`src/assert_macros.svh`:
```
// Assertion helpers for the allocation accounting table
`ifndef ASSERT_MACROS_SVH
`define ASSERT_MACROS_SVH

// Implication on the same edge
`define AAT_ASSERT_IMP(lbl, clk, rstn, a, c) \
  lbl: assert property (@(posedge clk) disable iff (!rstn) (a) |-> (c)) \
    else $error("assertion failed");

// Implication on the next edge
`define AAT_ASSERT_NXT(lbl, clk, rstn, a, c) \
  lbl: assert property (@(posedge clk) disable iff (!rstn) (a) |=> (c)) \
    else $error("assertion failed");

`endif

```
`src/aat_pkg.sv`:
```
// ----------------------------------------------------------------------------
// aat_pkg
// Shared types and constants of the allocation accounting table.
// ----------------------------------------------------------------------------
package aat_pkg;

  localparam int unsigned AddrBits      = 32;
  localparam int unsigned SizeBits      = 32;
  localparam int unsigned CompBits      = 3;
  localparam int unsigned CompIds       = 8;
  localparam int unsigned MaxComponents = 8;
  localparam int unsigned TableSlots    = 256;
  localparam logic [3:0]  NumCompReset  = 4'd8;

  localparam logic [2:0] ReqTrkAlloc = 3'd0;
  localparam logic [2:0] ReqTrkFree  = 3'd1;
  localparam logic [2:0] ReqUntAlloc = 3'd2;
  localparam logic [2:0] ReqUntFree  = 3'd3;
  localparam logic [2:0] ReqQuery    = 3'd4;

  localparam logic [1:0] StOk       = 2'd0;
  localparam logic [1:0] StBadComp  = 2'd1;
  localparam logic [1:0] StFull     = 2'd2;
  localparam logic [1:0] StNotFound = 2'd3;

  typedef struct packed {
    logic [AddrBits-1:0] addr;
    logic [SizeBits-1:0] size;
    logic [CompBits-1:0] owner;
  } slot_t;

endpackage

```
`src/aat_cell.sv`:
```
// ----------------------------------------------------------------------------
// aat_cell
// One table slot; hands its entry to the neighbor while the ring turns.
// ----------------------------------------------------------------------------
module aat_cell (
  input  logic          clk_i,
  input  logic          rst_ni,
  input  logic          shift_i,
  input  aat_pkg::slot_t slot_i,
  output aat_pkg::slot_t slot_o
);

  aat_pkg::slot_t slot_q;

  always_ff @(posedge clk_i or negedge rst_ni) begin
    if (!rst_ni) begin
      slot_q <= '0;
    end else if (shift_i) begin
      slot_q <= slot_i;
    end
  end

  assign slot_o = slot_q;

endmodule

```
`config.mk`:
```
export PLATFORM = sky130hd
export DESIGN_NAME = aat_cell
export DESIGN_NICKNAME = d
export VERILOG_FILES = /design/src/assert_macros.svh /design/src/aat_pkg.sv /design/src/aat_cell.sv
export SDC_FILE = /design/constraint.sdc
export NUM_CORES = 1
export LEC_CHECK = 0
export BUFFER_PORTS_ARGS = -buffer_cell sky130_fd_sc_hd__buf_2
export CAP_MARGIN = 5
export CORE_UTILIZATION = 38
export CTS_CLUSTER_SIZE = 28
export DETAILED_ROUTE_END_ITERATION = 8
export MAX_ROUTING_LAYER = met4
export PLACE_DENSITY = 0.67
export SKIP_LAST_GASP = 1
export SYNTH_ARGS = -nofsm -noshare
export SYNTH_HDL_FRONTEND = slang
export SYNTH_SLANG_ARGS = --single-unit
```
`constraint.sdc`:
```
create_clock -name clk_i -period 0.89 [get_ports clk_i]
set_input_delay 0.089 -clock clk_i [delete_from_list [all_inputs] [get_ports clk_i]]
set_output_delay 0.089 -clock clk_i [all_outputs]
set_load 0.02 [all_outputs]
```
==> results of run 1 <==
-- cells in the final DEF (no fill, tap or decap), drive strengths merged --
cell / instances
buf: 172
dlygate4sd3: 68
dfrtp: 67
mux2: 67
clkbuf: 13
bufinv: 2
clkinvlp: 1
-- cells in the mapped netlist, drive strengths merged --
cell    n  area (µm²)
buf     7       56.30
dfrtp  67        1677
mux2   67       867.1
-- what timing repair did --
item	CTS	global route
endpoints found under the hold margin	134	0
hold buffers	68	0
setup endpoints to repair	67	81
gates resized for setup	132	11
buffers inserted	14	17
-- metrics by stage --
step                      cells  power (mW)
after detailed placement    352       5.041
after global placement      352       5.012
final                       467       8.949
after floorplan             141       4.412
after CTS                   450       8.821
after global routing        467       9.343
-- power by group through the flow --
| stage | Sequential (mW) | Combinational [mW] | Clock (mW) |
|---|---|---|---|
| floorplan | 3.94 | 0.470 | 0 |
| global placement | 3.54 | 1.47 | 0 |
| detailed placement | 3.55 | 1.49 | 0 |
| CTS | 3.57 | 2.17 | 3.08 |
| global route | 3.62 | 2.46 | 3.26 |
| finish | 3.59 | 2.34 | 3.02 |
-- worst register-to-register path, delay by kind of cell (launching register included) --
family / cells / cell delay [ps]
multiplexers: 1 / 260
buffers and inverters: 1 / 140
flip-flops: 1 / 400
-- cells by family (layout without fill, tap and decap cells) --
| group | after synthesis | in the layout | synth area share [%] |
|---|---|---|---|
| muxes | 67 | 67 | 33.35 |
| DFF | 67 | 67 | 64.49 |
| buffers and inverters | 7 | 256 | 2.165 |
-- routing by layer --
metal  wire length [µm]  GRT usage [%]
met5                  0              -
met4                199          8.783
met3                382          7.965
met2               4314          42.13
met1               2754          21.66
-- worst max path at each step --
stage / start / to / slack, ps / depth (start not counted)
3_3_place_gp: shift_i / slot_o[23] / -30 / 3
2_1_floorplan: shift_i / slot_o[35] / 50 / 3
4_1_cts: slot_o[28] / slot_o[28] / -100 / 1
3_5_place_dp: shift_i / slot_o[21] / -50 / 3
6_report: slot_o[47] / slot_o[47] / -100 / 1
5_1_grt: slot_o[47] / slot_o[47] / -140 / 1
-- area by class of cell --
type                       count  area [µm²]
clock buffer                  13       178.9
tap                           77       96.34
sequential                    67        1677
fill                         385        1423
timing repair buffer         240        2150
clock inverter                 3       67.56
multi-input combinational     67       867.1
==> summary.txt, run 1 <==
Reg power frac -> 40.1%
Total Routing Usage GR -> 22.84%
Die area -> 0.007177 mm²
GRT Residual Overflow -> 0
Drt wl/cell -> 16.38 µm
Dpl cell area -> 0.003423 mm²
Arr. time, crit path -> 900 ps
Cells after Synth -> 141
Hold path depth -> 3
Total of max-cap violations -> 0
Maximum vdd drop -> 0.001318 V
Setup TNS -> -4968 ps
Clk_skew -> 0 ps
Number of buffer cells added on primary ports -> 136
Ys Warns -> 0
Final #Nets -> 455
Root buffer cell -> clkbuf_8
Period Utilization, post-route -> 111.3%
Status -> complete, but fails checks
NetSw -> 2.269 mW
Design area -> 0.005036 mm²
CTS sink cnt -> 67
Final HPWL DP -> 3884 µm
Yosys reg bits -> 67
First-pass GRT wire length -> 11750 µm
Clk_lat worst skew -> 340 ps
CTS H-tree lvls -> 3
Antenna violations before repair -> 0
Synth cell types -> 6
Die Wd -> 84.72 µm
Vias in the first global route -> 2339
Largest net degree at the start of global routing -> 35
DIE HEIGHT -> 84.72 µm
Initial DRC count -> 55
Final core occ -> 77.97%
CTS tree -> done
Initial DRT Pass Iterations -> 7
CP Launch Type -> register
# IOs -> 137
Layout cells sized above 1 -> 65.38%
Final hold violations -> 0
Net Sw Frac -> 25.36%
Area growth from synthesis to layout -> 93.70%
DRC viols -> 8
Violated checks -> design-rule violations, negative setup slack
P per Cell Area -> 1777 mW/mm²
RSZ-0062 raised after global routing -> yes
Worst slew margin relative to its limit -> 87.28%
Crit path max-delay family -> flip-flops
CP Capture Type -> output pin
Mapped Nets -> 211
Sequential fraction of the synthesis area -> 64.49%
Final setup viols -> 87
Reg-to-Reg End -> slot_o[38]
Internal power -> 6.680 mW
Avg Synthesized Cell Area -> 18.44 µm²
Hold Startpoint -> shift_i
Crit Path Max Fanout -> 2
Worst Path Required -> 800 ps
Core Area -> 0.006459 mm²
Hold_ws -> 219.3 ps
Maximum root-to-sink buffer count -> 2
Tightest Pin Transition -> 190.8 ps
Pins Over Slew Limit -> 0
Row cnt -> 29
CTS clk-pin slew, worst paths -> 70 ps
Cell Area, Synth -> 0.002600 mm²
Total Wirelength -> 7649 µm
CTS Buf Count -> 9
Antenna fix cells -> 0
Initial core utilization -> 40.26%
Leakage -> 2.466 nW
Comb pwr share -> 26.2%
Worst hold path type -> in -> reg
Tmin final -> 990.6 ps
Reg2reg start -> slot_o[38]
Routed via count -> 2132
Pre-CTS WS -> -48.01 ps
Fmax -> 1009 MHz
Vias per inst -> 4.565
Slowest-stage cell, CP -> dfrtp_1
GP Congestion -> 0.7171
Worst Hold Path EP -> slot_o[12]
Critical path buffers and inverters -> 1
R2R cell count -> 2
Crit path cell chain -> buf_6
R2r setup slk -> -30 ps
Max FFs per register -> 67
CP peak stage delay -> 410 ps
Setup ws final -> -100.6 ps
Routed Antenna Nets -> 0
Clk pwr share -> 33.7%
Crit Path Class -> reg -> out
No activity file was read; power rests on OpenSTA's default activity.
==> run 2, diff against run 1 <==
- REMOVE_ABC_BUFFERS: default -> 1
==> run 2 against run 1 <==
Net effect: the run still ends with design-rule violations, negative setup slack left; routed wire length is 3.5% lower; worst setup slack gained 4.6 ps; maximum frequency grew 0.47%; via count shrank 1.4%; count of clock-buffer cells in the layout fell by 2; first-iteration DRC count is 25% lower; highest routed layer unchanged.
==> summary.txt, run 2 (synthesized netlist as in run 1, its figures left out) <==
Layout cells sized above 1 -> 64.21% (-1.2 points)
Total Wirelength -> 7379 µm (-3.5%)
P per Cell Area -> 1687 mW/mm² (-5.1%)
Total of max-cap violations -> 0 (unchanged)
Final #Nets -> 447 (-1.8%)
Worst Path Required -> 800 ps (about the same)
# IOs -> 137 (unchanged)
Final hold violations -> 0 (unchanged)
Register Area -> 0.001677 mm² (unchanged)
Period Utilization, post-route -> 110.8% (-0.52 points)
Clk_skew -> 0 ps (unchanged)
Row cnt -> 29 (unchanged)
Vias in the first global route -> 2377 (+1.6%)
Arr. time, crit path -> 900 ps (about the same)
Multi-input gate area -> 870.8 µm² (+0.43%)
CP Capture Type -> output pin
Root buffer cell -> clkbuf_8
CTS clk-pin slew, worst paths -> 70 ps (about the same)
CTS H-tree lvls -> 3 (unchanged)
Maximum root-to-sink buffer count -> 2 (unchanged)
CP Launch Type -> register
Crit Path Max Fanout -> 2 (unchanged)
Crit path max-delay family -> flip-flops
Tightest Pin Transition -> 333.5 ps (+142.7 ps)
Largest net degree at the start of global routing -> 43 (+23%)
Pins Over Slew Limit -> 0 (unchanged)
R2r setup slk -> -30 ps (about the same)
First-pass GRT wire length -> 11740 µm (-0.12%)
Worst slew margin relative to its limit -> 77.77% (-9.5 points)
Commonest non-fill, non-tap cells in the layout -> 77 x buf_6, 68 x dlygate4sd3_1, 68 x buf_2, 67 x dfrtp_1, 36 x mux2_2
Initial DRT Pass Iterations -> 8 (+1)
Commonest non-fill, non-tap cell in the layout -> buf_6
Routed Antenna Nets -> 0 (unchanged)
Violated checks -> design-rule violations, negative setup slack
Fmax -> 1014 MHz (+0.47%)
Pre-CTS WS -> -41.62 ps (+6.389 ps)
Crit path cell chain -> buf_6
Drt wl/cell -> 16.15 µm (-1.4%)
Total power -> 8.254 mW (-7.8%)
CTS tree -> done
Setup ws final -> -96.00 ps (+4.641 ps)
Number of buffer cells added on primary ports -> 136 (unchanged)
Area growth from synthesis to layout -> 88.21%
Initial DRC count -> 41 (-25%)
Final HPWL DP -> 3940 µm (+1.5%)
FILL cells -> 385 (unchanged)
Antenna fix cells -> 0 (unchanged)
RSZ-0062 raised after global routing -> yes
Tmin final -> 986.0 ps (-4.641 ps)
Core Area -> 0.006459 mm² (unchanged)
Routed via count -> 2102 (-1.4%)
Status -> complete, but fails checks
Worst hold path type -> in -> async
GRT Residual Overflow -> 0 (unchanged)
Final setup viols -> 83 (-4.6%)
DRC viols -> 5 (-3)
Initial core utilization -> 40.26% (unchanged)
Max FFs per register -> 67 (unchanged)
Die Wd -> 84.72 µm (unchanged)
Die area -> 0.007177 mm² (unchanged)
Clk_lat worst skew -> 330 ps (about the same)
Crit Path Class -> reg -> out
Leakage -> 2.397 nW (-2.8%)
CTS sink cnt -> 67 (unchanged)
Total Routing Usage GR -> 22.79% (-0.051 points)
GP Congestion -> 0.7614 (+6.2%)
DIE HEIGHT -> 84.72 µm (unchanged)
Maximum vdd drop -> 0.001186 V (-10%)
Antenna violations before repair -> 0 (unchanged)
CTS Buf Count -> 9 (unchanged)
CP peak stage delay -> 420 ps (about the same)
Slowest-stage cell, CP -> dfrtp_1
Vias per inst -> 4.600 (+0.75%)
Critical path buffers and inverters -> 1 (unchanged)
## run 2: report_power, final
part           total (mW)  switching, mW  leakage [nW]  internal [mW]
Sequential           3.60          0.243         0.783           3.35
Combinational        2.27          0.876          1.52           1.39
Clock                2.39           1.06        0.0950           1.33
## run 2: area by class of cell
| cell class | count | share of cell area, % |
|---|---|---|
| clock buffers | 11 | 2.889 |
| multi-input cells | 67 | 17.80 |
| well taps | 77 | 1.969 |
| clock inverters | 3 | 0.8182 |
| flip-flops and latches | 67 | 34.26 |
| repair buffers | 232 | 42.27 |
## run 2: repair_timing
action,CTS,global route
endpoints found under the hold margin,134,0
gates resized for setup,134,11
setup endpoints to repair,67,83
setup buffers,16,7
cloned,0,0
hold buffers,68,0
## run 2: metal layers
metal	global-route usage (%)	wire (µm)	vias to the layer above
li1	-	-	967
met1	25.18	2929	1036
met2	38.88	3954	87
met3	6.686	363	12
met4	8.783	131	0
met5	-	0	-
## run 2: path summary, 6_finish.rpt
kind                            cells after the start  startpoint         end
min in group clk_i                                  3     shift_i  slot_o[31]
worst max-delay path                                1  slot_o[25]  slot_o[25]
worst min register to register                      1  slot_o[19]  slot_o[19]
worst min-delay path                                3      rst_ni  slot_o[51]
worst max register to register                      2  slot_o[27]  slot_o[27]
max in group asynchronous                           3      rst_ni  slot_o[22]
## run 2: per-stage QoR
step	setup TNS, ps	instance area (µm²)	cells	hold slack [ps]	utilization (%)
CTS	-5406	4800	450	273.5	74.31
global route	-7726	4893	457	282.5	75.77
finish	-4199	4893	457	282.0	75.77
global placement	-371.8	3398	352	94.99	52.62
detailed placement	-899.3	3398	352	98.55	52.62
floorplan	0	2544	134	-206.6	-
==> run 3, diff against run 2 <==
- CELL_PAD_IN_SITES_DETAIL_PLACEMENT: default -> 1
- CELL_PAD_IN_SITES_GLOBAL_PLACEMENT: default -> 1
- CORE_UTILIZATION: 38 -> 35
- PLACE_DENSITY: 0.67 -> 0.8
==> run 3 against run 2 <==
Net effect: the flow finishes with violations (negative setup slack); count of clock-buffer cells in the layout is 1 lower; routed wire length is 40% higher; global-route usage is 4.6 points higher; die area is 8.4% higher; via count is 4.4% higher; clock skew stayed put; sequential power hardly changed; sequential cell count stayed put; final area is 2.4% higher; critical path type unchanged; largest power group unchanged; highest routed layer unchanged.
==> summary.txt, run 3 (synthesized netlist as in run 1, its figures left out) <==
First-pass GRT wire length -> 14310 µm (+22%)
Worst Path Required -> 800 ps (about the same)
Pins Over Slew Limit -> 0 (unchanged)
Die Wd -> 88.19 µm (+4.1%)
Final #Nets -> 449 (+0.45%)
Total Wirelength -> 10360 µm (+40%)
Tightest Pin Transition -> 361.4 ps (+27.96 ps)
Final HPWL DP -> 4541 µm (+15%)
Number of buffer cells added on primary ports -> 136 (unchanged)
Violated checks -> negative setup slack
Crit path max-delay family -> flip-flops
Initial DRC count -> 36 (-12%)
Status -> complete, but fails checks
# IOs -> 137 (unchanged)
Max FFs per register -> 67 (unchanged)
Root buffer cell -> clkbuf_8
Routed via count -> 2194 (+4.4%)
Vias per inst -> 4.542 (-1.2%)
Maximum vdd drop -> 0.001192 V (+0.53%)
Fmax -> 962.9 MHz (-5.1%)
Initial DRT Pass Iterations -> 4 (-4)
Worst hold path type -> in -> reg
Antenna fix cells -> 0 (unchanged)
Commonest non-fill, non-tap cell in the layout -> buf_6
GP Congestion -> 0.7480 (-1.8%)
CP peak stage delay -> 450 ps (+30 ps)
Row cnt -> 31 (+6.9%)
Crit path cell chain -> buf_6
P per Cell Area -> 1852 mW/mm² (+9.8%)
Final hold violations -> 0 (unchanged)
Core Area -> 0.007214 mm² (+12%)
Period Utilization, post-route -> 116.7% (+5.9 points)
Crit Path Max Fanout -> 2 (unchanged)
Antenna violations before repair -> 0 (unchanged)
CTS clk-pin slew, worst paths -> 90 ps (+20 ps)
CTS H-tree lvls -> 3 (unchanged)
RSZ-0062 raised after global routing -> yes
Number of non-filler instances in the completed layout -> 483 (+5.7%)
Commonest non-fill, non-tap cells in the layout -> 84 x buf_6, 68 x buf_2, 67 x dfrtp_1, 61 x dlygate4sd3_1, 37 x mux2_2
CP Capture Type -> output pin
Arr. time, crit path -> 950 ps (+50 ps)
GRT Residual Overflow -> 0 (unchanged)
Dpl cell area -> 0.003426 mm² (+0.81%)
Layout cells sized above 1 -> 66.67% (+2.5 points)
Routed Antenna Nets -> 0 (unchanged)
Maximum root-to-sink buffer count -> 2 (unchanged)
Leakage -> 2.436 nW (+1.6%)
DRC viols -> 0 (-5)
Drt wl/cell -> 21.45 µm (+33%)
Design area -> 0.005010 mm² (+2.4%)
Tmin final -> 1039 ps (+52.52 ps)
Largest net degree at the start of global routing -> 41 (-4.7%)
Die area -> 0.007777 mm² (+8.4%)
DIE HEIGHT -> 88.19 µm (+4.1%)
Total Routing Usage GR -> 27.36% (+4.6 points)
Crit Path Class -> reg -> out
Total of max-cap violations -> 0 (unchanged)
Critical path buffers and inverters -> 1 (unchanged)
CP Launch Type -> register
Setup TNS -> -6768 ps (-2569 ps)
Vias in the first global route -> 2523 (+6.1%)
Initial core utilization -> 36.04% (-4.2 points)
Slowest-stage cell, CP -> dfrtp_1
Worst slew margin relative to its limit -> 75.91% (-1.9 points)
Setup ws final -> -148.5 ps (-52.52 ps)
Final core occ -> 69.44% (-6.3 points)
Final setup viols -> 98 (+18%)
FILL cells -> 690 (+79%)
CTS sink cnt -> 67 (unchanged)
CTS tree -> done
CTS Buf Count -> 9 (unchanged)
Area growth from synthesis to layout -> 92.69%
Clk_skew -> 0 ps (unchanged)
Placed insts -> 374 (+6.3%)
Clk_lat worst skew -> 330 ps (about the same)
==> run 3: report_power, final <==
| group | internal, mW | switching [mW] | total (mW) |
|---|---|---|---|
| Combinational | 1.44 | 0.975 | 2.42 |
| Sequential | 3.35 | 0.283 | 3.63 |
| Clock | 1.94 | 1.29 | 3.23 |
| Total | 6.73 | 2.55 | 9.28 |
==> run 3: worst paths after layout <==
| kind | startpoint | endpoint | slack (ps) | cells after the start |
|---|---|---|---|---|
| hold reg to reg | slot_o[6] | slot_o[6] | 540 | 1 |
| min in group asynchronous | rst_ni | slot_o[65] | 270 | 3 |
| hold / removal | slot_i[9] | slot_o[9] | 0.6 | 2 |
| setup reg to reg | slot_o[45] | slot_o[45] | -130 | 2 |
| setup / recovery | slot_o[45] | slot_o[45] | -150 | 1 |
| max in group asynchronous | rst_ni | slot_o[29] | 270 | 3 |
==> run 3: cell type report <==
type	instances	area (µm²)	area share [%]
multi-input cells	67	867.1	17.31
flip-flops and latches	67	1677	33.47
clock inverters	6	112.6	2.248
repair buffers	234	2092	41.76
clock buffers	10	137.6	2.747
well taps	99	123.9	2.473
==> run 3: per-stage QoR <==
step	hold slack (ps)	power [mW]	setup WS, ps
3_3_place_gp	84.68	4.994	-43.18
6_report	0.6484	9.279	-148.5
5_1_grt	-1.105	9.573	-163.7
2_1_floorplan	-206.6	4.341	55.28
3_5_place_dp	95.95	5.055	-76.20
4_1_cts	3.023	8.952	-88.28
==> run 3: timing repair <==
| action | CTS | global route |
|---|---|---|
| pin swaps | 0 | 0 |
| endpoints found under the hold margin | 127 | 0 |
| buffers inserted | 23 | 9 |
| endpoints found under the setup margin | 67 | 90 |
| resized for setup | 134 | 17 |
| hold buffers | 61 | 0 |
==> run 3: per-layer routing <==
| metal | vias up | global-route usage, % | routed length, µm | part of all wire, % |
|---|---|---|---|---|
| met5 | - | - | 0 | 0 |
| met2 | 103 | 53.43 | 5824 | 56 |
| met1 | 1100 | 26.33 | 3622 | 35 |
| li1 | 967 | - | - | - |
| met4 | 0 | 9.824 | 329 | 3.2 |
| met3 | 24 | 5.090 | 583 | 5.6 |
